<file path="config.mk">
export PLATFORM = sky130hd
export DESIGN_NAME = light_level_deadband_regulator_unit_flat
export DESIGN_NICKNAME = d
export VERILOG_FILES = /design/src/sv/lldr_pkg.sv /design/src/sv/lldr_in_if.sv /design/src/sv/lldr_out_if.sv /design/src/sv/lldr_setpoint.sv /design/src/sv/lldr_duty.sv /design/src/sv/light_level_deadband_regulator_unit.sv /design/src/flat_wrapper.sv
export VERILOG_INCLUDE_DIRS = /design/src /design/src/sv
export SDC_FILE = /design/constraint.sdc
export NUM_CORES = 1
export LEC_CHECK = 0
export ABC_AREA = 1
export BUFFER_PORTS_ARGS = -buffer_cell sky130_fd_sc_hd__buf_2
export CORE_ASPECT_RATIO = 2
export CORE_MARGIN = 2
export CORE_UTILIZATION = 40
export CTS_BUF_LIST = sky130_fd_sc_hd__clkbuf_8
export DETAILED_ROUTE_END_ITERATION = 10
export PLACE_DENSITY = 0.61
export SETUP_SLACK_MARGIN = 0.15
export SYNTH_ARGS = -nofsm -noshare
export SYNTH_HDL_FRONTEND = slang
export SYNTH_SLANG_ARGS = --single-unit
</file>
<file path="constraint.sdc">
create_clock -name i_clk -period 10.9 [get_ports i_clk]
set_clock_uncertainty 0.05 [all_clocks]
set_input_delay 2.18 -clock i_clk [delete_from_list [all_inputs] [get_ports i_clk]]
set_output_delay 2.18 -clock i_clk [all_outputs]
set_load 0.005 [all_outputs]
</file>
<file path="src/sv/assert_macros.svh">
// ---------------------------------------------------------------------------
// assert_macros.svh
// shared concurrent assertion macros, clocked on i_clk, gated by i_rst_n
// ---------------------------------------------------------------------------
`ifndef ASSERT_MACROS_SVH
`define ASSERT_MACROS_SVH

// same-cycle implication
`define ASSERT_NOW(label, ante, cons) \
    label: assert property (@(posedge i_clk) disable iff (!i_rst_n) (ante) |-> (cons)) \
        else $error("assertion failed");

// next-cycle implication
`define ASSERT_NEXT(label, ante, cons) \
    label: assert property (@(posedge i_clk) disable iff (!i_rst_n) (ante) |=> (cons)) \
        else $error("assertion failed");

`endif

</file>
<file path="src/sv/lldr_pkg.sv">
// ---------------------------------------------------------------------------
// lldr_pkg
// types, constants and constant tables of the light level regulator
// ---------------------------------------------------------------------------
package lldr_pkg;

    localparam int BAR_LEDS  = 8;
    localparam int DUTY_FULL = 100;

    localparam int ADC_W    = 8;
    localparam int DUTY_W   = 7;
    localparam int LED_W    = 8;
    localparam int LUX_W    = 12;
    localparam int SP_W     = 10;
    localparam int DB_W     = 8;
    localparam int STEP_W   = 7;
    localparam int CFG_W    = 10;
    localparam int CFG_IDX_W = 2;

    localparam logic [SP_W-1:0]   TARGET_RST   = 10'd400;
    localparam logic [DUTY_W-1:0] DUTY_RST     = 7'd50;
    localparam logic [DB_W-1:0]   DEADBAND_RST = 8'd10;
    localparam logic [STEP_W-1:0] SP_STEP_RST  = 7'd10;
    localparam logic [SP_W-1:0]   SP_MIN_RST   = 10'd10;
    localparam logic [SP_W-1:0]   SP_MAX_RST   = 10'd1000;

    localparam longint LUX_GAIN_Q20 = 64'sd231105118;
    localparam longint LUX_CENTER   = 64'sd1000;
    localparam int     REF_RES      = 400;
    localparam int     RES_SCALE    = 10000;
    localparam int     ADC_FULL     = 255;

    typedef enum logic [CFG_IDX_W-1:0] {
        CFG_DEADBAND = 2'd0,
        CFG_SP_STEP  = 2'd1,
        CFG_SP_MIN   = 2'd2,
        CFG_SP_MAX   = 2'd3
    } t_cfg_idx;

    typedef struct packed {
        logic [DB_W-1:0]   deadband;
        logic [STEP_W-1:0] setpoint_step;
        logic [SP_W-1:0]   setpoint_min;
        logic [SP_W-1:0]   setpoint_max;
    } t_cfg;

    typedef struct packed {
        logic plus_level;
        logic minus_level;
        logic menu_edge;
    } t_btn;

    // setpoint unit -> duty unit
    typedef struct packed {
        logic            menu_next;
        logic [SP_W-1:0] target;
    } t_sp_status;

    typedef logic signed [LUX_W-1:0] t_lux_rom [2**ADC_W];
    typedef logic [LED_W-1:0]        t_led_rom [2**DUTY_W];

    // log2 in Q28 by normalization and repeated squaring
    function automatic logic [63:0] log2_q28(input logic [31:0] r_in);
        logic [31:0] r;
        int unsigned n;
        logic [63:0] m;
        logic [63:0] res;
        r = (r_in == 32'd0) ? 32'd1 : r_in;
        n = 0;
        for (int k = 0; k < 30; k++) begin
            if ((r >> (n + 1)) != 32'd0) n++;
        end
        m   = {32'd0, r} << (30 - n);
        res = 64'(n) << 28;
        for (int i = 27; i >= 0; i--) begin
            m = (m * m) >> 30;
            if (m >= 64'h0000_0000_8000_0000) begin
                m      = m >> 1;
                res[i] = 1'b1;
            end
        end
        return res;
    endfunction

    // restoring long division, used only while building the table
    function automatic logic [31:0] udiv22(input logic [31:0] num, input logic [31:0] den);
        logic [31:0] q;
        logic [31:0] rem;
        q   = 32'd0;
        rem = 32'd0;
        for (int b = 21; b >= 0; b--) begin
            rem = {rem[30:0], num[b]};
            if (rem >= den) begin
                rem  = rem - den;
                q[b] = 1'b1;
            end
        end
        return q;
    endfunction

    function automatic logic signed [LUX_W-1:0] sample_to_lux(input int x);
        logic [31:0] r;
        longint d;
        longint t;
        longint lux;
        if (x == 0) return 12'sd2047;
        if (x >= ADC_FULL) return -12'sd2048;
        r   = udiv22(32'(RES_SCALE * x), 32'(ADC_FULL - x));
        d   = longint'(log2_q28(r)) - longint'(log2_q28(32'(REF_RES)));
        t   = (LUX_CENTER <<< 48) - d * LUX_GAIN_Q20;
        if (t >= 0) lux = t >>> 48;
        else lux = -((-t) >>> 48);
        if (lux > 2047) lux = 2047;
        if (lux < -2048) lux = -2048;
        return LUX_W'(lux);
    endfunction

    function automatic t_lux_rom build_lux_rom();
        t_lux_rom rom;
        for (int x = 0; x < 2**ADC_W; x++) rom[x] = sample_to_lux(x);
        return rom;
    endfunction

    function automatic t_led_rom build_led_rom();
        t_led_rom rom;
        int lit;
        logic [31:0] bar;
        for (int d = 0; d < 2**DUTY_W; d++) begin
            lit = (d * BAR_LEDS) / DUTY_FULL;
            if (lit > 16) lit = 16;
            bar    = (32'd1 << lit) - 32'd1;
            rom[d] = bar[LED_W-1:0];
        end
        return rom;
    endfunction

    localparam t_lux_rom LUX_ROM = build_lux_rom();
    localparam t_led_rom LED_ROM = build_led_rom();

endpackage

</file>
<file path="src/sv/lldr_in_if.sv">
// ---------------------------------------------------------------------------
// lldr_in_if
// sample channel: sensor code and button levels
// ---------------------------------------------------------------------------
interface lldr_in_if;
    logic                         valid;
    logic                         ready;
    logic [lldr_pkg::ADC_W-1:0]   adc_sample;
    logic                         plus_level;
    logic                         minus_level;
    logic                         menu_edge;

    modport source (output valid, output adc_sample, output plus_level,
                    output minus_level, output menu_edge, input ready);
    modport sink   (input valid, input adc_sample, input plus_level,
                    input minus_level, input menu_edge, output ready);
endinterface

</file>
<file path="src/sv/lldr_out_if.sv">
// ---------------------------------------------------------------------------
// lldr_out_if
// result channel: duty, led bar, lux, setpoint and menu flag
// ---------------------------------------------------------------------------
interface lldr_out_if;
    logic                                valid;
    logic                                ready;
    logic [lldr_pkg::DUTY_W-1:0]         duty_percent;
    logic [lldr_pkg::LED_W-1:0]          led_bar;
    logic signed [lldr_pkg::LUX_W-1:0]   lux_value;
    logic [lldr_pkg::SP_W-1:0]           setpoint_value;
    logic                                menu_mode;

    modport source (output valid, output duty_percent, output led_bar, output lux_value,
                    output setpoint_value, output menu_mode, input ready);
    modport sink   (input valid, input duty_percent, input led_bar, input lux_value,
                    input setpoint_value, input menu_mode, output ready);
endinterface

</file>
<file path="src/sv/lldr_setpoint.sv">
// ---------------------------------------------------------------------------
// lldr_setpoint
// menu mode toggle, button press latching and setpoint stepping
// ---------------------------------------------------------------------------
module lldr_setpoint (
    input  logic                    i_clk,
    input  logic                    i_rst_n,
    input  logic                    i_fire,
    input  lldr_pkg::t_btn          i_btn,
    input  lldr_pkg::t_cfg          i_cfg,
    output lldr_pkg::t_sp_status    o_status,
    output logic [lldr_pkg::SP_W-1:0] o_target_cur
);
    logic                      r_menu;
    logic                      r_plus_lat;
    logic                      r_minus_lat;
    logic [lldr_pkg::SP_W-1:0] r_target;

    logic                      n_menu;
    logic                      n_plus_lat;
    logic                      n_minus_lat;
    logic [lldr_pkg::SP_W-1:0] n_target;

    always_comb begin
        logic [lldr_pkg::SP_W:0] w_sum;
        logic [lldr_pkg::SP_W:0] w_lim;
        n_menu      = r_menu ^ i_btn.menu_edge;
        n_plus_lat  = r_plus_lat;
        n_minus_lat = r_minus_lat;
        n_target    = r_target;
        w_sum       = '0;
        w_lim       = '0;
        if (n_menu) begin
            // plus first, minus sees its result
            if (!r_plus_lat && !i_btn.plus_level) begin
                n_plus_lat = 1'b1;
                if (n_target < i_cfg.setpoint_max) begin
                    w_sum    = {1'b0, n_target} + (lldr_pkg::SP_W+1)'(i_cfg.setpoint_step);
                    n_target = (w_sum > {1'b0, i_cfg.setpoint_max}) ? i_cfg.setpoint_max
                                                                    : w_sum[lldr_pkg::SP_W-1:0];
                end else begin
                    n_target = i_cfg.setpoint_max;
                end
            end else if (i_btn.plus_level) begin
                n_plus_lat = 1'b0;
            end
            if (!r_minus_lat && !i_btn.minus_level) begin
                n_minus_lat = 1'b1;
                if (n_target > i_cfg.setpoint_min) begin
                    w_lim    = {1'b0, i_cfg.setpoint_min}
                             + (lldr_pkg::SP_W+1)'(i_cfg.setpoint_step);
                    n_target = ({1'b0, n_target} >= w_lim)
                             ? n_target - lldr_pkg::SP_W'(i_cfg.setpoint_step)
                             : i_cfg.setpoint_min;
                end else begin
                    n_target = i_cfg.setpoint_min;
                end
            end else if (i_btn.minus_level) begin
                n_minus_lat = 1'b0;
            end
        end
    end

    always_ff @(posedge i_clk) begin
        if (!i_rst_n) begin
            r_menu      <= 1'b0;
            r_plus_lat  <= 1'b0;
            r_minus_lat <= 1'b0;
            r_target    <= lldr_pkg::TARGET_RST;
        end else if (i_fire) begin
            r_menu      <= n_menu;
            r_plus_lat  <= n_plus_lat;
            r_minus_lat <= n_minus_lat;
            r_target    <= n_target;
        end
    end

    assign o_status.menu_next = n_menu;
    assign o_status.target    = n_target;
    assign o_target_cur       = r_target;
endmodule

</file>
<file path="src/sv/lldr_duty.sv">
// ---------------------------------------------------------------------------
// lldr_duty
// deadband duty regulation and led bar lookup
// ---------------------------------------------------------------------------
module lldr_duty (
    input  logic                              i_clk,
    input  logic                              i_rst_n,
    input  logic                              i_fire,
    input  lldr_pkg::t_sp_status              i_status,
    input  logic signed [lldr_pkg::LUX_W-1:0] i_lux,
    input  logic [lldr_pkg::DB_W-1:0]         i_deadband,
    output logic [lldr_pkg::DUTY_W-1:0]       o_duty_next,
    output logic [lldr_pkg::LED_W-1:0]        o_led_next
);
    localparam int CMP_W = lldr_pkg::SP_W + 3;

    logic [lldr_pkg::DUTY_W-1:0] r_duty;
    logic [lldr_pkg::DUTY_W-1:0] n_duty;

    logic signed [CMP_W-1:0] w_lux;
    logic signed [CMP_W-1:0] w_lo;
    logic signed [CMP_W-1:0] w_hi;

    assign w_lux = CMP_W'(i_lux);
    assign w_lo  = $signed(CMP_W'(i_status.target)) - $signed(CMP_W'(i_deadband));
    assign w_hi  = $signed(CMP_W'(i_status.target)) + $signed(CMP_W'(i_deadband));

    always_comb begin
        n_duty = r_duty;
        if (!i_status.menu_next) begin
            if (w_lux < w_lo) begin
                if (r_duty < lldr_pkg::DUTY_W'(lldr_pkg::DUTY_FULL)) begin
                    n_duty = r_duty + lldr_pkg::DUTY_W'(1);
                end
            end else if (w_lux > w_hi) begin
                if (r_duty != '0) n_duty = r_duty - lldr_pkg::DUTY_W'(1);
            end
        end
    end

    always_ff @(posedge i_clk) begin
        if (!i_rst_n) begin
            r_duty <= lldr_pkg::DUTY_RST;
        end else if (i_fire) begin
            r_duty <= n_duty;
        end
    end

    assign o_duty_next = n_duty;
    assign o_led_next  = lldr_pkg::LED_ROM[n_duty];
endmodule

</file>
<file path="src/sv/light_level_deadband_regulator_unit.sv">
// ---------------------------------------------------------------------------
// light_level_deadband_regulator_unit
// light sensor lux conversion with deadband duty regulation and setpoint menu
// ---------------------------------------------------------------------------
// Each sample beat gives exactly one result beat. The 8-bit sensor code is
// turned into signed lux by a 256-entry constant table built at elaboration
// from the sensor's log law (code 0 reads +2047, code 255 reads -2048). Outside
// menu mode the duty moves one percent toward the setpoint whenever lux lies
// outside setpoint +/- deadband, held within 0..100; in menu mode presses of
// the active-low plus and minus buttons step the setpoint within its bounds.
// Throughput is one beat per clock while the result side is not stalled; a beat
// passes through the input register and then the result register, with all of
// the table lookup and state update in one short combinational path between
// them. A new beat is taken while a result waits, as long as the input register
// is free. Configuration writes take effect at once and belong between beats.
// ---------------------------------------------------------------------------
`include "assert_macros.svh"

module light_level_deadband_regulator_unit (
    input  logic                                 i_clk,
    input  logic                                 i_rst_n,
    lldr_in_if.sink                              i_in,
    lldr_out_if.source                           o_out,
    input  logic                                 i_cfg_we,
    input  logic [lldr_pkg::CFG_IDX_W-1:0]       i_cfg_idx,
    input  logic [lldr_pkg::CFG_W-1:0]           i_cfg_data
);
    // configuration registers
    lldr_pkg::t_cfg r_cfg;

    // input register
    logic                         r_in_vld;
    logic [lldr_pkg::ADC_W-1:0]   r_adc;
    lldr_pkg::t_btn               r_btn;

    // result register
    logic                                r_out_vld;
    logic [lldr_pkg::DUTY_W-1:0]         r_duty;
    logic [lldr_pkg::LED_W-1:0]          r_led;
    logic signed [lldr_pkg::LUX_W-1:0]   r_lux;
    logic [lldr_pkg::SP_W-1:0]           r_sp;
    logic                                r_menu;

    logic                                w_fire;
    logic                                w_in_take;
    logic signed [lldr_pkg::LUX_W-1:0]   w_lux;
    lldr_pkg::t_sp_status                w_status;
    logic [lldr_pkg::SP_W-1:0]           w_target_cur;
    logic [lldr_pkg::DUTY_W-1:0]         w_duty_next;
    logic [lldr_pkg::LED_W-1:0]          w_led_next;

    // held beat moves on when the result register is empty or being drained
    assign w_fire    = r_in_vld && (!r_out_vld || o_out.ready);
    assign i_in.ready = !r_in_vld || w_fire;
    assign w_in_take = i_in.valid && i_in.ready;

    // register file, plain writes, no read-back
    always_ff @(posedge i_clk) begin
        if (!i_rst_n) begin
            r_cfg.deadband      <= lldr_pkg::DEADBAND_RST;
            r_cfg.setpoint_step <= lldr_pkg::SP_STEP_RST;
            r_cfg.setpoint_min  <= lldr_pkg::SP_MIN_RST;
            r_cfg.setpoint_max  <= lldr_pkg::SP_MAX_RST;
        end else if (i_cfg_we) begin
            unique case (lldr_pkg::t_cfg_idx'(i_cfg_idx))
                lldr_pkg::CFG_DEADBAND: begin
                    r_cfg.deadband <= i_cfg_data[lldr_pkg::DB_W-1:0];
                end
                lldr_pkg::CFG_SP_STEP: begin
                    r_cfg.setpoint_step <= i_cfg_data[lldr_pkg::STEP_W-1:0];
                end
                lldr_pkg::CFG_SP_MIN: begin
                    r_cfg.setpoint_min <= i_cfg_data[lldr_pkg::SP_W-1:0];
                end
                lldr_pkg::CFG_SP_MAX: begin
                    r_cfg.setpoint_max <= i_cfg_data[lldr_pkg::SP_W-1:0];
                end
                default: begin
                end
            endcase
        end
    end

    // input register control
    always_ff @(posedge i_clk) begin
        if (!i_rst_n) begin
            r_in_vld <= 1'b0;
        end else if (w_in_take) begin
            r_in_vld <= 1'b1;
        end else if (w_fire) begin
            r_in_vld <= 1'b0;
        end
    end

    // input register payload
    always_ff @(posedge i_clk) begin
        if (w_in_take) begin
            r_adc             <= i_in.adc_sample;
            r_btn.plus_level  <= i_in.plus_level;
            r_btn.minus_level <= i_in.minus_level;
            r_btn.menu_edge   <= i_in.menu_edge;
        end
    end

    // sensor code to lux
    assign w_lux = lldr_pkg::LUX_ROM[r_adc];

    lldr_setpoint u_setpoint (
        .i_clk        (i_clk),
        .i_rst_n      (i_rst_n),
        .i_fire       (w_fire),
        .i_btn        (r_btn),
        .i_cfg        (r_cfg),
        .o_status     (w_status),
        .o_target_cur (w_target_cur)
    );

    lldr_duty u_duty (
        .i_clk       (i_clk),
        .i_rst_n     (i_rst_n),
        .i_fire      (w_fire),
        .i_status    (w_status),
        .i_lux       (w_lux),
        .i_deadband  (r_cfg.deadband),
        .o_duty_next (w_duty_next),
        .o_led_next  (w_led_next)
    );

    // result register control
    always_ff @(posedge i_clk) begin
        if (!i_rst_n) begin
            r_out_vld <= 1'b0;
        end else if (w_fire) begin
            r_out_vld <= 1'b1;
        end else if (o_out.ready) begin
            r_out_vld <= 1'b0;
        end
    end

    // result register payload
    always_ff @(posedge i_clk) begin
        if (w_fire) begin
            r_duty <= w_duty_next;
            r_led  <= w_led_next;
            r_lux  <= w_lux;
            r_sp   <= w_status.target;
            r_menu <= w_status.menu_next;
        end
    end

    assign o_out.valid          = r_out_vld;
    assign o_out.duty_percent   = r_duty;
    assign o_out.led_bar        = r_led;
    assign o_out.lux_value      = r_lux;
    assign o_out.setpoint_value = r_sp;
    assign o_out.menu_mode      = r_menu;

    // duty never leaves its range
    `ASSERT_NOW(a_duty_range, r_out_vld, r_duty <= lldr_pkg::DUTY_W'(lldr_pkg::DUTY_FULL))
    // led bar is a thermometer code
    `ASSERT_NOW(a_led_thermo, r_out_vld, (r_led & (r_led + lldr_pkg::LED_W'(1))) == '0)
    // a full input register behind a stalled result blocks new beats
    `ASSERT_NOW(a_in_block, r_in_vld && r_out_vld && !o_out.ready, !i_in.ready)
    // setpoint only moves in menu mode
    `ASSERT_NEXT(a_sp_menu_only, w_fire && !w_status.menu_next, $stable(w_target_cur))
endmodule
</file>
<file path="src/flat_wrapper.sv">
// flat-port wrapper written by rule: the top's interface ports become plain ports
module light_level_deadband_regulator_unit_flat 
  (i_clk, i_rst_n, i_cfg_we, i_cfg_idx, i_cfg_data, i_in_valid, i_in_adc_sample, i_in_plus_level, i_in_minus_level, i_in_menu_edge, i_in_ready, o_out_valid, o_out_duty_percent, o_out_led_bar, o_out_lux_value, o_out_setpoint_value, o_out_menu_mode, o_out_ready);
  lldr_in_if i_in_i ();
  lldr_out_if o_out_i ();
  input  logic i_clk;
  input  logic i_rst_n;
  input  logic i_cfg_we;
  input  logic [lldr_pkg::CFG_IDX_W-1:0] i_cfg_idx;
  input  logic [lldr_pkg::CFG_W-1:0] i_cfg_data;
  input wire logic [$bits(i_in_i.valid)-1:0] i_in_valid;
  input wire logic [$bits(i_in_i.adc_sample)-1:0] i_in_adc_sample;
  input wire logic [$bits(i_in_i.plus_level)-1:0] i_in_plus_level;
  input wire logic [$bits(i_in_i.minus_level)-1:0] i_in_minus_level;
  input wire logic [$bits(i_in_i.menu_edge)-1:0] i_in_menu_edge;
  output wire logic [$bits(i_in_i.ready)-1:0] i_in_ready;
  output wire logic [$bits(o_out_i.valid)-1:0] o_out_valid;
  output wire logic [$bits(o_out_i.duty_percent)-1:0] o_out_duty_percent;
  output wire logic [$bits(o_out_i.led_bar)-1:0] o_out_led_bar;
  output wire logic [$bits(o_out_i.lux_value)-1:0] o_out_lux_value;
  output wire logic [$bits(o_out_i.setpoint_value)-1:0] o_out_setpoint_value;
  output wire logic [$bits(o_out_i.menu_mode)-1:0] o_out_menu_mode;
  input wire logic [$bits(o_out_i.ready)-1:0] o_out_ready;
  assign i_in_i.valid = i_in_valid;
  assign i_in_i.adc_sample = i_in_adc_sample;
  assign i_in_i.plus_level = i_in_plus_level;
  assign i_in_i.minus_level = i_in_minus_level;
  assign i_in_i.menu_edge = i_in_menu_edge;
  assign i_in_ready = i_in_i.ready;
  assign o_out_valid = o_out_i.valid;
  assign o_out_duty_percent = o_out_i.duty_percent;
  assign o_out_led_bar = o_out_i.led_bar;
  assign o_out_lux_value = o_out_i.lux_value;
  assign o_out_setpoint_value = o_out_i.setpoint_value;
  assign o_out_menu_mode = o_out_i.menu_mode;
  assign o_out_i.ready = o_out_ready;
  light_level_deadband_regulator_unit u_core (.i_clk(i_clk), .i_rst_n(i_rst_n), .i_in(i_in_i), .o_out(o_out_i), .i_cfg_we(i_cfg_we), .i_cfg_idx(i_cfg_idx), .i_cfg_data(i_cfg_data));
endmodule
</file>
## After elaboration in Yosys (flattened, before gate mapping)

Memories as Yosys holds them, arrays and structs flattened. A register that Yosys moved wholly into a read port is not among the register bits.
Index checks and enable logic that the tools add are counted.

- Register bits: 98
- Memories: 2
- Memory bits (read-only): 4096
- Word-level logic and storage cells: 89
- Input bits: 28

- Bitwise gates (word level): 3
- Equal/unequal tests: 3
- $lt $le $gt $ge: 8
- Muxes and demuxes: 23
- Add/subtract/negate cells: 7
- Reductions and logical operators: 24

Memory list:

| name | depth | width | rd ports | clocked after memory_dff | wr ports | line | RTL |
|---|---|---|---|---|---|---|---|
| (no name shown) | 256 | 12 | 1 | 0 | 0 | light_level_deadband_regulator_unit.sv:106 | `assign w_lux = lldr_pkg::LUX_ROM[r_adc];` |
| (no name shown) | 128 | 8 | 1 | 1 | 0 | lldr_duty.sv:50 | `assign o_led_next = lldr_pkg::LED_ROM[n_duty];` |

Operators with widths:

| operator | count |
|---|---|
| 2-to-1 mux 10 bit | 8 |
| 2-to-1 mux 7 bit | 5 |
| 2-to-1 mux 12 bit | 2 |
| adder 10 x 7 -> 11 bit | 2 |
| > comparator 12 bit | 1 |
| < comparator 12 x 11 -> 1 bit | 1 |
| adder 10 x 8 -> 11 bit | 1 |
| greater-or-equal comparator 10 x 11 -> 1 bit | 1 |
| > comparator 11 x 10 -> 1 bit | 1 |
| subtractor 10 x 8 -> 11 bit | 1 |
| > comparator 10 bit | 1 |
| < comparator 10 bit | 1 |
| subtractor 10 x 7 -> 10 bit | 1 |
| greater-or-equal comparator 9 bit, second input constant | 1 |
| inverter 8 -> 9 bit | 1 |
| 2-to-1 mux 1 bit | 8 |
| inverter 7 -> 8 bit | 1 |
| AND reduction 2 bit | 4 |
| nonzero test 2 bit | 4 |
| adder 7 x 1 -> 7 bit, second input constant | 1 |
| < comparator 7 bit, second input constant | 1 |
| nonzero test 7 bit | 1 |
| subtractor 7 x 1 -> 7 bit, second input constant | 1 |
| logical NOT 1 bit | 6 |
| other kinds (7) | 13 |

## Logic depth before layout (Yosys ltp)

Gate-level depths: netlist (run 1).

- Word-level depth: 17
- Mapped depth: 71
- Depth with buffers taken out: 68

## Hierarchy

From an unflattened synthesis (run 1), not the netlist that was laid out.

- Cell total of the unflattened synthesis: 1702
- Area, all modules: 11177.0 um^2

By module, submodules not included:

| module | cells an instance | sequential area each (um^2) | area an instance (um^2) | instances |
|---|---|---|---|---|
| light_level_deadband_regulator_unit | 837 | 2212.1 | 5705.5 | 1 |
| lldr_setpoint | 503 | 260.2 | 3209.3 | 1 |
| lldr_duty | 362 | 140.1 | 2262.2 | 1 |

## Worst setup path before layout (run 1)

No wires, ideal clock.

- Path kind: reg2reg
- From: register u_core.u_setpoint.r_target, in the netlist u_core.u_setpoint.o_target_cur[0]
- To: register u_core.r_led, in the netlist u_core.o_out.led_bar[0] (data pin)
- Clock period less this slack: 7.834 ns
- Setup time: 0.269 ns
- Path slack: 3.066 ns
- Arrival: 7.515 ns
- Stages on the path, launching flop included: 68
- Path buffers: 3
- Cells stage by stage: dfxtp_1 > ha_1 > inv_1 > fa_1 > inv_1 > nand2_1 > nand3_2 > nand2_1 > nand2_2 > xor2_2 > ha_1 > a21o_1 > a21oi_1 > nand2_1 > a21oi_4 > nand2_2 > buf_6 > inv_2 > [32 not listed] > nor2_1 > nand3_1 > nand2_1 > nand2_1 > ha_1 > nand2_1 > nor3_1 > nand3_1 > nand4_1 > nand2_2 > nor2_1 > nand2_1 > nand2_1 > inv_1 > a21oi_2 > inv_2 > nor2_1 > nand3_1

RTL lines:

| what | line | RTL |
|---|---|---|
| from (decl) | lldr_setpoint.sv:17 | `logic [lldr_pkg::SP_W-1:0] r_target;` |
| from (signal assigned) | lldr_setpoint.sv:69 | `r_target <= lldr_pkg::TARGET_RST;` |
| from (signal assigned) | lldr_setpoint.sv:74 | `r_target <= n_target;` |
| to (decl) | light_level_deadband_regulator_unit.sv:39 | `logic [lldr_pkg::LED_W-1:0] r_led;` |

==> metrics.txt, run 1 <==
status finished, final reports clean; DRC Markers 0; # IOs 68; DPL Wire Length 26.22 mm; Detailed Routing Iterations Pass 1 8; FP Rows 83; asr flop ratio synth 0; PortBufs 67; drt total wl 34.59 mm; R2R depth 65; leakage power 5.196 nW; simple-gate share of the synthesized area 0.2291; initial antenna violation count 1; fin. max-slew vios 0; DR vias/cell 5.681; clk root buf clkbuf_8; RSZ-0062 raised after global routing false; core area 25440 µm²; first-pass GRT wire length 53.77 mm; Netlist cell types 63; Routability Congestion 0.9717; worst-path fanout max 19; final net count 1657; crit end category flop; PwrDens 120.8 nW/µm²; main flop type after synthesis dfxtp_1; CTS tree yes; crit path kind reg -> reg; GR Overflow Total 0; Die ar. 27040 µm²; Crit-path slowest cell dfxtp_1; largest net degree at the start of global routing 50; Largest stage delay, worst path 420 ps; leading cell type in the layout, fill and taps excluded nand2_1; hold path depth 1; Highest Clock Rate 108.1 MHz; Synth Area in Compound Gates 0.2299; Synth warnings 0; most frequent cells in the layout 289 x nand2_1, 184 x inv_1, 131 x nor2_1, 130 x a21oi_1, 122 x ha_1; Mapped Avg Cell Area 7.003 µm²; sequential area share after synthesis 0.2545; hold buffer count at CTS 0; Worst Path Required 11010 ps; most used cell, CP nand2_1; final hold vios 0; VDD IR max 0.00009570 V; multiplexer area fraction after synthesis 0; worst-margin pin slew 1058 ps; wire per inst 18.73 µm; CTS clk-pin slew, worst paths 120 ps; final setup TNS 0 ps; iteration-0 DRC count of the detailed router 806; vias 10490; main combinational cell family by area after synthesis compound AO/OA/AOI/OAI gates; Bufs and invs on worst path 7; GRT Total Usage 0.2582; relative slew slack 0.2936; Layout Area Growth over Synthesis 7.885%; Routed Antenna Nets 0; max_cap viols 0; Synth Instances 1466; Post-CTS Resized 0; EDFF count, synth 49; r2r setup slk 1650 ps; share of layout cells above drive strength 1 0.1048; number of diodes 0; Final Setup Violations 0; syn_nets 1621; CP startpoint kind flop; Clock Latency Late Sink 430 ps; Die Span Y 230.6 µm; H-tree depth 3; mapped cell area 10270 µm²; xor and xnor area share after synthesis 0.03303; Num Clock Sinks 106; Die Wd 117.3 µm; vias in the first global route 9859; CP Data Arrival Time 9360 ps; WP depth 65; initial core utilization 0.4035; placed cell count 1831; adder-cell share of the synthesized area 0.1584; Final period util 0.8484; Finished Layout Cells 1847; Clock Tree Buf Depth 2; Top Family by Delay on Critical Path simple AND/OR/NAND/NOR gates; Post-CTS Setup Bufs 0; total CTS buffers 9; Final Critical Period 9247 ps; Synth Register Bits 106; Worst Hold Class reg -> reg
[per-stage QoR]
stage	power [W]	cell area (µm²)	utilization	worst slack [ps]	hold WS, ps
4_1_cts	0.001343	11080	0.4353	1755	416.9
3_3_place_gp	0.001066	10870	0.4273	1943	393.1
2_1_floorplan	0.0009085	10270	-	3066	375.3
5_1_grt	0.001442	11080	0.4353	617.1	446.4
3_5_place_dp	0.001072	10870	0.4273	1820	399.3
6_report	0.001338	11080	0.4353	1653	410.4
[cells in the mapped netlist (4+ instances only)]
cell / instances / area (µm²)
o31ai_1: 7 / 52.55
a31oi_1: 15 / 93.84
nor3_1: 18 / 90.09
o32ai_1: 4 / 35.03
dfxtp_1: 57 / 1141
a211oi_1: 12 / 90.09
xor2_1: 27 / 236.5
o21ai_1: 11 / 55.05
xnor2_1: 8 / 70.07
nand2_1: 289 / 1085
nand2_4: 4 / 45.04
buf_2: 9 / 45.04
clkinv_1: 4 / 15.01
o21bai_1: 5 / 37.54
nand4_1: 17 / 106.4
edfxtp_1: 49 / 1471
o2111ai_1: 5 / 43.79
o21ai_0: 120 / 600.6
o311ai_0: 5 / 43.79
a21oi_2: 4 / 35.03
nand3_2: 4 / 40.04
nand2_2: 18 / 112.6
o22ai_1: 7 / 43.79
a221oi_1: 10 / 87.58
o21ai_2: 4 / 35.03
inv_1: 185 / 694.4
inv_2: 12 / 45.04
a21oi_1: 130 / 650.6
nand3_1: 61 / 305.3
nor2_1: 131 / 491.7
buf_1: 4 / 15.01
o211ai_1: 21 / 157.7
a31o_2: 6 / 52.55
fa_1: 5 / 100.1
clkbuf_1: 35 / 131.4
ha_1: 122 / 1526
[sequential cells by signal (all words and copies together), names as in the netlist]
signal / cells
u_core.u_duty.r_duty: 7
u_core.r_btn: 3
u_core.o_out.led_bar: 8
u_core.o_out.duty_percent: 7
u_core.o_out.menu_mode: 1
u_core.o_out.lux_value: 12
u_core.u_setpoint.r_minus_lat: 1
u_core.u_setpoint.r_plus_lat: 1
u_core.r_adc: 8
u_core.o_out.valid: 1
u_core.r_in_vld: 1
u_core.r_cfg: 35
u_core.u_setpoint.r_menu: 1
u_core.u_setpoint.o_target_cur: 10
u_core.o_out.setpoint_value: 10
[power by group]
group	switching (W)	internal [W]
sequential	0.0000230	0.000449
combinational	0.000394	0.000207
clock	0.000168	0.0000967
[worst reg2reg max path: cells and delay by family (launching register included)]
kind | cells | cell delay (ps)
AND/OR/NAND/NOR | 38 | 3820
AO/OA/AOI/OAI | 13 | 2110
adder cells (fa/ha/maj) | 6 | 1800
buffers and inverters | 7 | 700
flip-flops | 1 | 420
XOR/XNOR | 1 | 70
[area by class of cell]
class	count	area [µm²]
Fill cell	2599	14370
Multi-Input combinational cell	1108	6678
Sequential cell	106	2613
Inverter	201	754.5
Tap cell	340	425.4
Timing Repair Buffer	76	402.9
Clock buffer	10	137.6
Clock inverter	6	65.06
[layer usage]
layer	vias to the layer above	track usage	routed length, µm	part of all wire
li1	5083	-	-	-
met1	4879	0.3501	14910	0.43
met2	446	0.3888	15650	0.45
met3	82	0.05776	2705	0.078
met4	2	0.1136	1312	0.038
met5	-	0	12	0.00035
[cells by family after synthesis]
family | count (synthesis)
and+or+nand+nor | 552
AOI/OAI and AO/OA | 392
buffers and inverters | 252
adders and majority gates | 127
DFF | 106
xor gates and xnor gates | 37
[worst paths after layout]
check | from | to
worst max-delay path | u_core.r_cfg[20] | u_core.o_out.led_bar[4]
worst min-delay path | u_core.r_btn[1] | u_core.u_setpoint.r_minus_lat
worst max register to register | u_core.r_cfg[20] | u_core.o_out.led_bar[4]
worst min register to register | u_core.r_btn[1] | u_core.u_setpoint.r_minus_lat
Note: power is estimated with default switching activity, not from simulation.
==> run 2: changes to the inputs <==
- PLACE_DENSITY: 0.61 -> 0.63
- clock period: 10.9 -> 7.9 ns (I/O delays scaled with it)
==> run 2 against run 1 <==
The flow now finishes with violations (negative setup slack). Critical path depth down 12. Count of clock-buffer cells in the layout down 1. Maximum frequency up 13%. Setup slack worse by 1900 ps. Largest cell class unchanged.
==> metrics.txt, run 2 (same netlist as run 1, synthesis figures left out) <==
status finished, violations left; violated checks negative setup slack; Die Wd 117.3 µm (unchanged); PortBufs 67 (unchanged); hold endpoint u_core.u_setpoint.r_minus_lat; Routed Antenna Nets 0 (unchanged); wire per inst 18.39 µm (-1.8%); VDD IR max 0.0001172 V (+22%); Die Span Y 230.6 µm (unchanged); Die ar. 27040 µm² (unchanged); HP Start u_core.r_btn[1]; Clock Latency Late Sink 440 ps (about the same); total power 0.002102 W (+57%); hold buffer count at CTS 0 (unchanged); worst r2r src u_core.u_setpoint.o_target_cur[0]; CTS clk-pin slew, worst paths 130 ps (about the same); crit end category flop; fin. max-slew vios 0 (unchanged); share of layout cells above drive strength 1 0.2379 (+0.1331); first-pass GRT wire length 57.15 mm (+6.3%); Comb pwr share 0.530 (+0.081); Clock Tree Buf Depth 2 (unchanged); RSZ-0062 raised after global routing true; total CTS buffers 9 (unchanged); Routability Congestion 1.008 (+3.7%); vias in the first global route 10970 (+11%); sequential power share 0.308 (-0.045); Final Critical Period 8197 ps (-1051 ps); relative slew slack 0.3005 (+0.006904); Crit-path slowest cell fa_2; clk root buf clkbuf_8; max FFs per register 35 (unchanged); r2r setup slk -300 ps (-1950 ps); GR Overflow Total 0 (unchanged); worst-path fanout max 8 (-11); CTS tree yes; final hold vios 0 (unchanged); wl on met1 15.26 mm (+2.4%); CP startpoint kind flop; DRC Markers 0 (unchanged); # IOs 68 (unchanged); most used cell, CP nand2_2; FP Rows 83 (unchanged); Layout Area Growth over Synthesis 23.27%; Final Setup Violations 14 (+14); CP Data Arrival Time 8330 ps (-1030 ps); vias 11150 (+6.3%); worst-margin pin slew 1048 ps (-10.34 ps); Bufs and invs on worst path 10 (+3); initial antenna violation count 0 (-1); Final period util 1.038 (+0.1891); Clock power frac 0.162 (-0.036); number of diodes 0 (unchanged); Worst Slack Setup Final -296.5 ps (-1949 ps); hold path depth 1 (unchanged); crit path kind reg -> reg; Largest stage delay, worst path 390 ps (-30 ps); iteration-0 DRC count of the detailed router 925 (+15%); max_cap viols 0 (unchanged); DR vias/cell 5.646 (-0.62%); internal power 0.001203 W (+60%); Top Family by Delay on Critical Path simple AND/OR/NAND/NOR gates; most frequent cells in the layout 264 x nand2_1, 170 x inv_1, 131 x buf_4, 125 x nor2_1, 117 x a21oi_1; Worst Hold Class reg -> reg; Num Clock Sinks 106 (unchanged); largest net degree at the start of global routing 50 (unchanged); DPL Wire Length 26.93 mm (+2.7%); worst setup path startpoint u_core.u_setpoint.o_target_cur[0]; R2R depth 53 (-18%); GRT Total Usage 0.2705 (+0.01228); Top reg by flops u_core.r_cfg; H-tree depth 3 (unchanged); Switch Pwr 0.0008996 W (+54%); Worst Path Required 8040 ps (-2970 ps); drt total wl 36.32 mm (+5.0%); wire length on met2 16.80 mm (+7.4%); leakage power 5.879 nW (+13%); routed wl met3 2.843 mm (+5.1%); Max Used Layer met4; post-layout util 0.4974 (+0.06206); Detailed Routing Iterations Pass 1 8 (unchanged); switching part of the total 0.4279 (-0.009003); r2r endpoint u_core.o_out.duty_percent[5]; initial core utilization 0.4035 (unchanged); final net count 1785 (+7.7%); core area 25440 µm² (unchanged); PwrDens 166.1 nW/µm² (+38%); Highest Clock Rate 122.0 MHz (+13%); leading cell type in the layout, fill and taps excluded nand2_1
## run 2: changes by cell type in the layout (fill, tap and decap cells not counted), sizes merged
cell / change
buf: +127
clkbuf: -1
clkinv: +1
nand2: +1
## run 2: stage by stage
stage               cell area (µm²)  worst slack (ps)  TNS, ps  cells  hold slack (ps)
floorplan                     10280             174.5        0   1466            375.3
global placement              11620            -463.1    -6048   1928            399.9
detailed placement            11620            -664.7   -10280   1928            415.3
CTS                           12150            -243.6    -2085   1960            431.7
global route                  12650            -886.1   -15540   1975            442.4
finish                        12650            -296.5    -2620   1975            432.6
## run 2: how the worst max path moves through the flow
stage / slack [ps] / end / cells after the start
CTS: -240 / u_core.o_out.led_bar[7] / 62
global route: -890 / u_core.o_out.duty_percent[5] / 61
detailed placement: -660 / u_core.o_out.led_bar[0] / 60
finish: -300 / u_core.o_out.duty_percent[5] / 53
floorplan: 170 / u_core.o_out.led_bar[0] / 63
global placement: -460 / u_core.o_out.led_bar[0] / 60
## run 2: layout make-up
cell class | count | area, µm²
clock inverter | 7 | 50.05
clock buffer | 9 | 123.9
multi-input combinational | 1109 | 7300
inverter | 201 | 764.5
sequential | 106 | 2616
timing repair buffer | 203 | 1375
tap | 340 | 425.4
fill | 2513 | 12790
## run 2: worst reg2reg max path: cells and delay by family, from the launching register on
kind                       cells  cell delay, ps
and+or+nand+nor               21            2380
AOI/OAI and AO/OA             14            2190
adders and majority gates      7            1860
buffers and inverters         10             950
DFF                            1             380
xor gates and xnor gates       1             150
## run 2: power groups by stage
stage / registers, W / clock network (W) / logic [W]
after floorplan: 0.000654 / 0 / 0.000603
after global placement: 0.000657 / 0 / 0.000923
after detailed placement: 0.000657 / 0 / 0.000933
after CTS: 0.000646 / 0.000351 / 0.00101
after global routing: 0.000651 / 0.000367 / 0.00123
final: 0.000647 / 0.000341 / 0.00111
## run 2: what timing repair did
action | 4_1_cts | 5_1_grt
cloned | 1 | 0
endpoints found under the setup margin | 22 | 22
gates resized for setup | 67 | 80
setup buffers | 15 | 15
pin swaps | 45 | 59
## run 2: per-layer routing
metal | track usage | vias to the layer above
met4 | 0.1147 | 0
met5 | 0 | -
met3 | 0.05408 | 98
met1 | 0.3569 | 5198
li1 | - | 5338
met2 | 0.4246 | 516
==> run 3: changes to the inputs <==
--- a/config.mk
+++ b/config.mk
@@ -14,5 +14,6 @@
 export CTS_BUF_LIST = sky130_fd_sc_hd__clkbuf_8
+export CTS_CLUSTER_SIZE = 24
 export DETAILED_ROUTE_END_ITERATION = 10
 export PLACE_DENSITY = 0.63
-export SETUP_SLACK_MARGIN = 0.15
+export SETUP_SLACK_MARGIN = 0.3
 export SYNTH_ARGS = -nofsm -noshare
--- a/constraint.sdc
+++ b/constraint.sdc
@@ -4,2 +4,2 @@
 set_output_delay 1.58 -clock i_clk [all_outputs]
-set_load 0.005 [all_outputs]
+set_load 0.01 [all_outputs]
==> run 3 against run 2 <==
First-iteration DRC count grew 27%. Setup slack better by 56 ps. Combinational power grew 4%. Largest power group unchanged. Critical path depth is 8 higher. The run still ends with negative setup slack left. Maximum frequency rose by 0.69%. Wire length grew 2.0%. Sequential power hardly changed. Sequential cell count unchanged.
==> metrics.txt, run 3 (same netlist as run 1, synthesis figures left out) <==
status finished, violations left; violated checks negative setup slack; Layout Area Growth over Synthesis 24.03%; CP Data Arrival Time 8260 ps (-70 ps); max_cap viols 0 (unchanged); Routed Antenna Nets 0 (unchanged); clk root buf clkbuf_8; PortBufs 67 (unchanged); Bufs and invs on worst path 10 (unchanged); drt total wl 37.03 mm (+2.0%); Crit-path slowest cell dfxtp_2; DRC Markers 0 (unchanged); worst setup path startpoint u_core.u_setpoint.o_target_cur[0]; worst-path fanout max 8 (unchanged); Worst Path Required 8020 ps (-20 ps); CP startpoint kind flop; fillers 2494 (-0.76%); Top reg by flops u_core.r_cfg; Top Family by Delay on Critical Path simple AND/OR/NAND/NOR gates; Clock Latency Late Sink 440 ps (about the same); crit path kind reg -> reg; Worst Slack Setup Final -240.6 ps (+55.96 ps); Worst Hold Class reg -> reg; vias 11240 (+0.83%); leakage power 5.916 nW (+0.63%); crit end category flop; largest net degree at the start of global routing 50 (unchanged); total CTS buffers 9 (unchanged); Num Clock Sinks 106 (unchanged); share of layout cells above drive strength 1 0.2426 (+0.004727); Routability Congestion 1.006 (-0.25%); total power 0.002171 W (+3.3%); VDD IR max 0.0001236 V (+5.4%); PwrDens 170.5 nW/µm² (+2.6%); max FFs per register 35 (unchanged); Final period util 1.030 (-0.007083); worst-margin pin slew 1081 ps (+33.83 ps); Final Setup Violations 19 (+5); wire per inst 18.78 µm (+2.1%); GR Overflow Total 0 (unchanged); iteration-0 DRC count of the detailed router 1178 (+27%); vias in the first global route 10830 (-1.3%); most used cell, CP nand2_1; FP Rows 83 (unchanged); Die Wd 117.3 µm (unchanged); leading cell type in the layout, fill and taps excluded nand2_1; DR vias/cell 5.701 (+0.99%); relative slew slack 0.2780 (-0.02259); Finished Layout Cells 1972 (-0.15%); RSZ-0062 raised after global routing true; initial core utilization 0.4035 (unchanged); Detailed Routing Iterations Pass 1 5 (-3); first-pass GRT wire length 57.80 mm (+1.1%); Largest stage delay, worst path 370 ps (-20 ps); number of diodes 0 (unchanged); Clock Tree Buf Depth 2 (unchanged); HP Start u_core.r_btn[1]; Die Span Y 230.6 µm (unchanged); CTS clk-pin slew, worst paths 110 ps (-20 ps); worst r2r src u_core.u_setpoint.o_target_cur[0]; Final Critical Period 8141 ps (-55.96 ps); most frequent cells in the layout 258 x nand2_1, 173 x inv_1, 124 x nor2_1, 123 x buf_4, 116 x a21oi_1; core area 25440 µm² (unchanged); initial antenna violation count 0 (unchanged); final setup TNS -2768 ps (-148.1 ps); final hold vios 0 (unchanged); Highest Clock Rate 122.8 MHz (+0.69%); fin. max-slew vios 0 (unchanged); Die ar. 27040 µm² (unchanged); GRT Total Usage 0.2737 (+0.003135); DPL Wire Length 27.67 mm (+2.7%); # IOs 68 (unchanged); placed cell count 1923 (-0.26%); CTS tree yes; H-tree depth 3 (unchanged); final net count 1782 (-0.17%)
## run 3: area by class of cell
type	instances	area (µm²)	area share
Clock inverter	6	66.31	0.005208
Clock buffer	10	137.6	0.01081
Inverter	201	769.5	0.06043
Tap cell	340	425.4	0.03341
Sequential cell	106	2616	0.2055
Timing Repair Buffer	200	1371	0.1077
Multi-Input combinational cell	1109	7347	0.5770
## run 3: what timing repair did
action / in CTS / in global routing
setup endpoints to repair: 22 / 22
pin swaps: 38 / 52
setup buffers: 16 / 16
gates resized for setup: 74 / 86
hold buffers: 0 / 0
gates cloned: 1 / 0
## run 3: worst paths after layout
check | endpoint | slack [ps] | cells after the start
min | u_core.u_setpoint.r_minus_lat | 420 | 1
max | u_core.o_out.led_bar[3] | -240 | 61
max reg2reg | u_core.o_out.led_bar[3] | -240 | 61
min reg2reg | u_core.u_setpoint.r_minus_lat | 420 | 1
## run 3: stage by stage
step	hold slack (ps)	worst slack, ps	instance area, µm²	util
finish	423.2	-240.6	12730	0.5005
global route	432.8	-739.7	12730	0.5005
CTS	429.1	-82.95	12190	0.4791
detailed placement	412.4	-624.0	11590	0.4556
global placement	391.7	-438.6	11590	0.4556
floorplan	375.3	307.0	10300	-
## run 3: power breakdown
part           total (W)  leakage, nW  switching (W)  internal, W
clock network   0.000373        0.112       0.000215     0.000157
registers       0.000646        0.927      0.0000265     0.000620
logic            0.00115         4.88       0.000674     0.000477
## run 3: worst reg2reg max path, delay by kind of cell (launching register included)
family                   cells  cell delay (ps)
AND/OR/NAND/NOR             31             2870
adder cells (fa/ha/maj)      6             1430
XOR/XNOR                     1              150
AO/OA/AOI/OAI               13             2150
flip-flops                   1              370
buffers and inverters       10              860
## run 3: layer usage
metal / track usage / up-vias / share of wire
li1: - / 5339 / -
met1: 0.3712 / 5267 / 0.42
met2: 0.4330 / 540 / 0.46
met3: 0.03413 / 97 / 0.071
met4: 0.1143 / 0 / 0.042
met5: 0 / - / 0
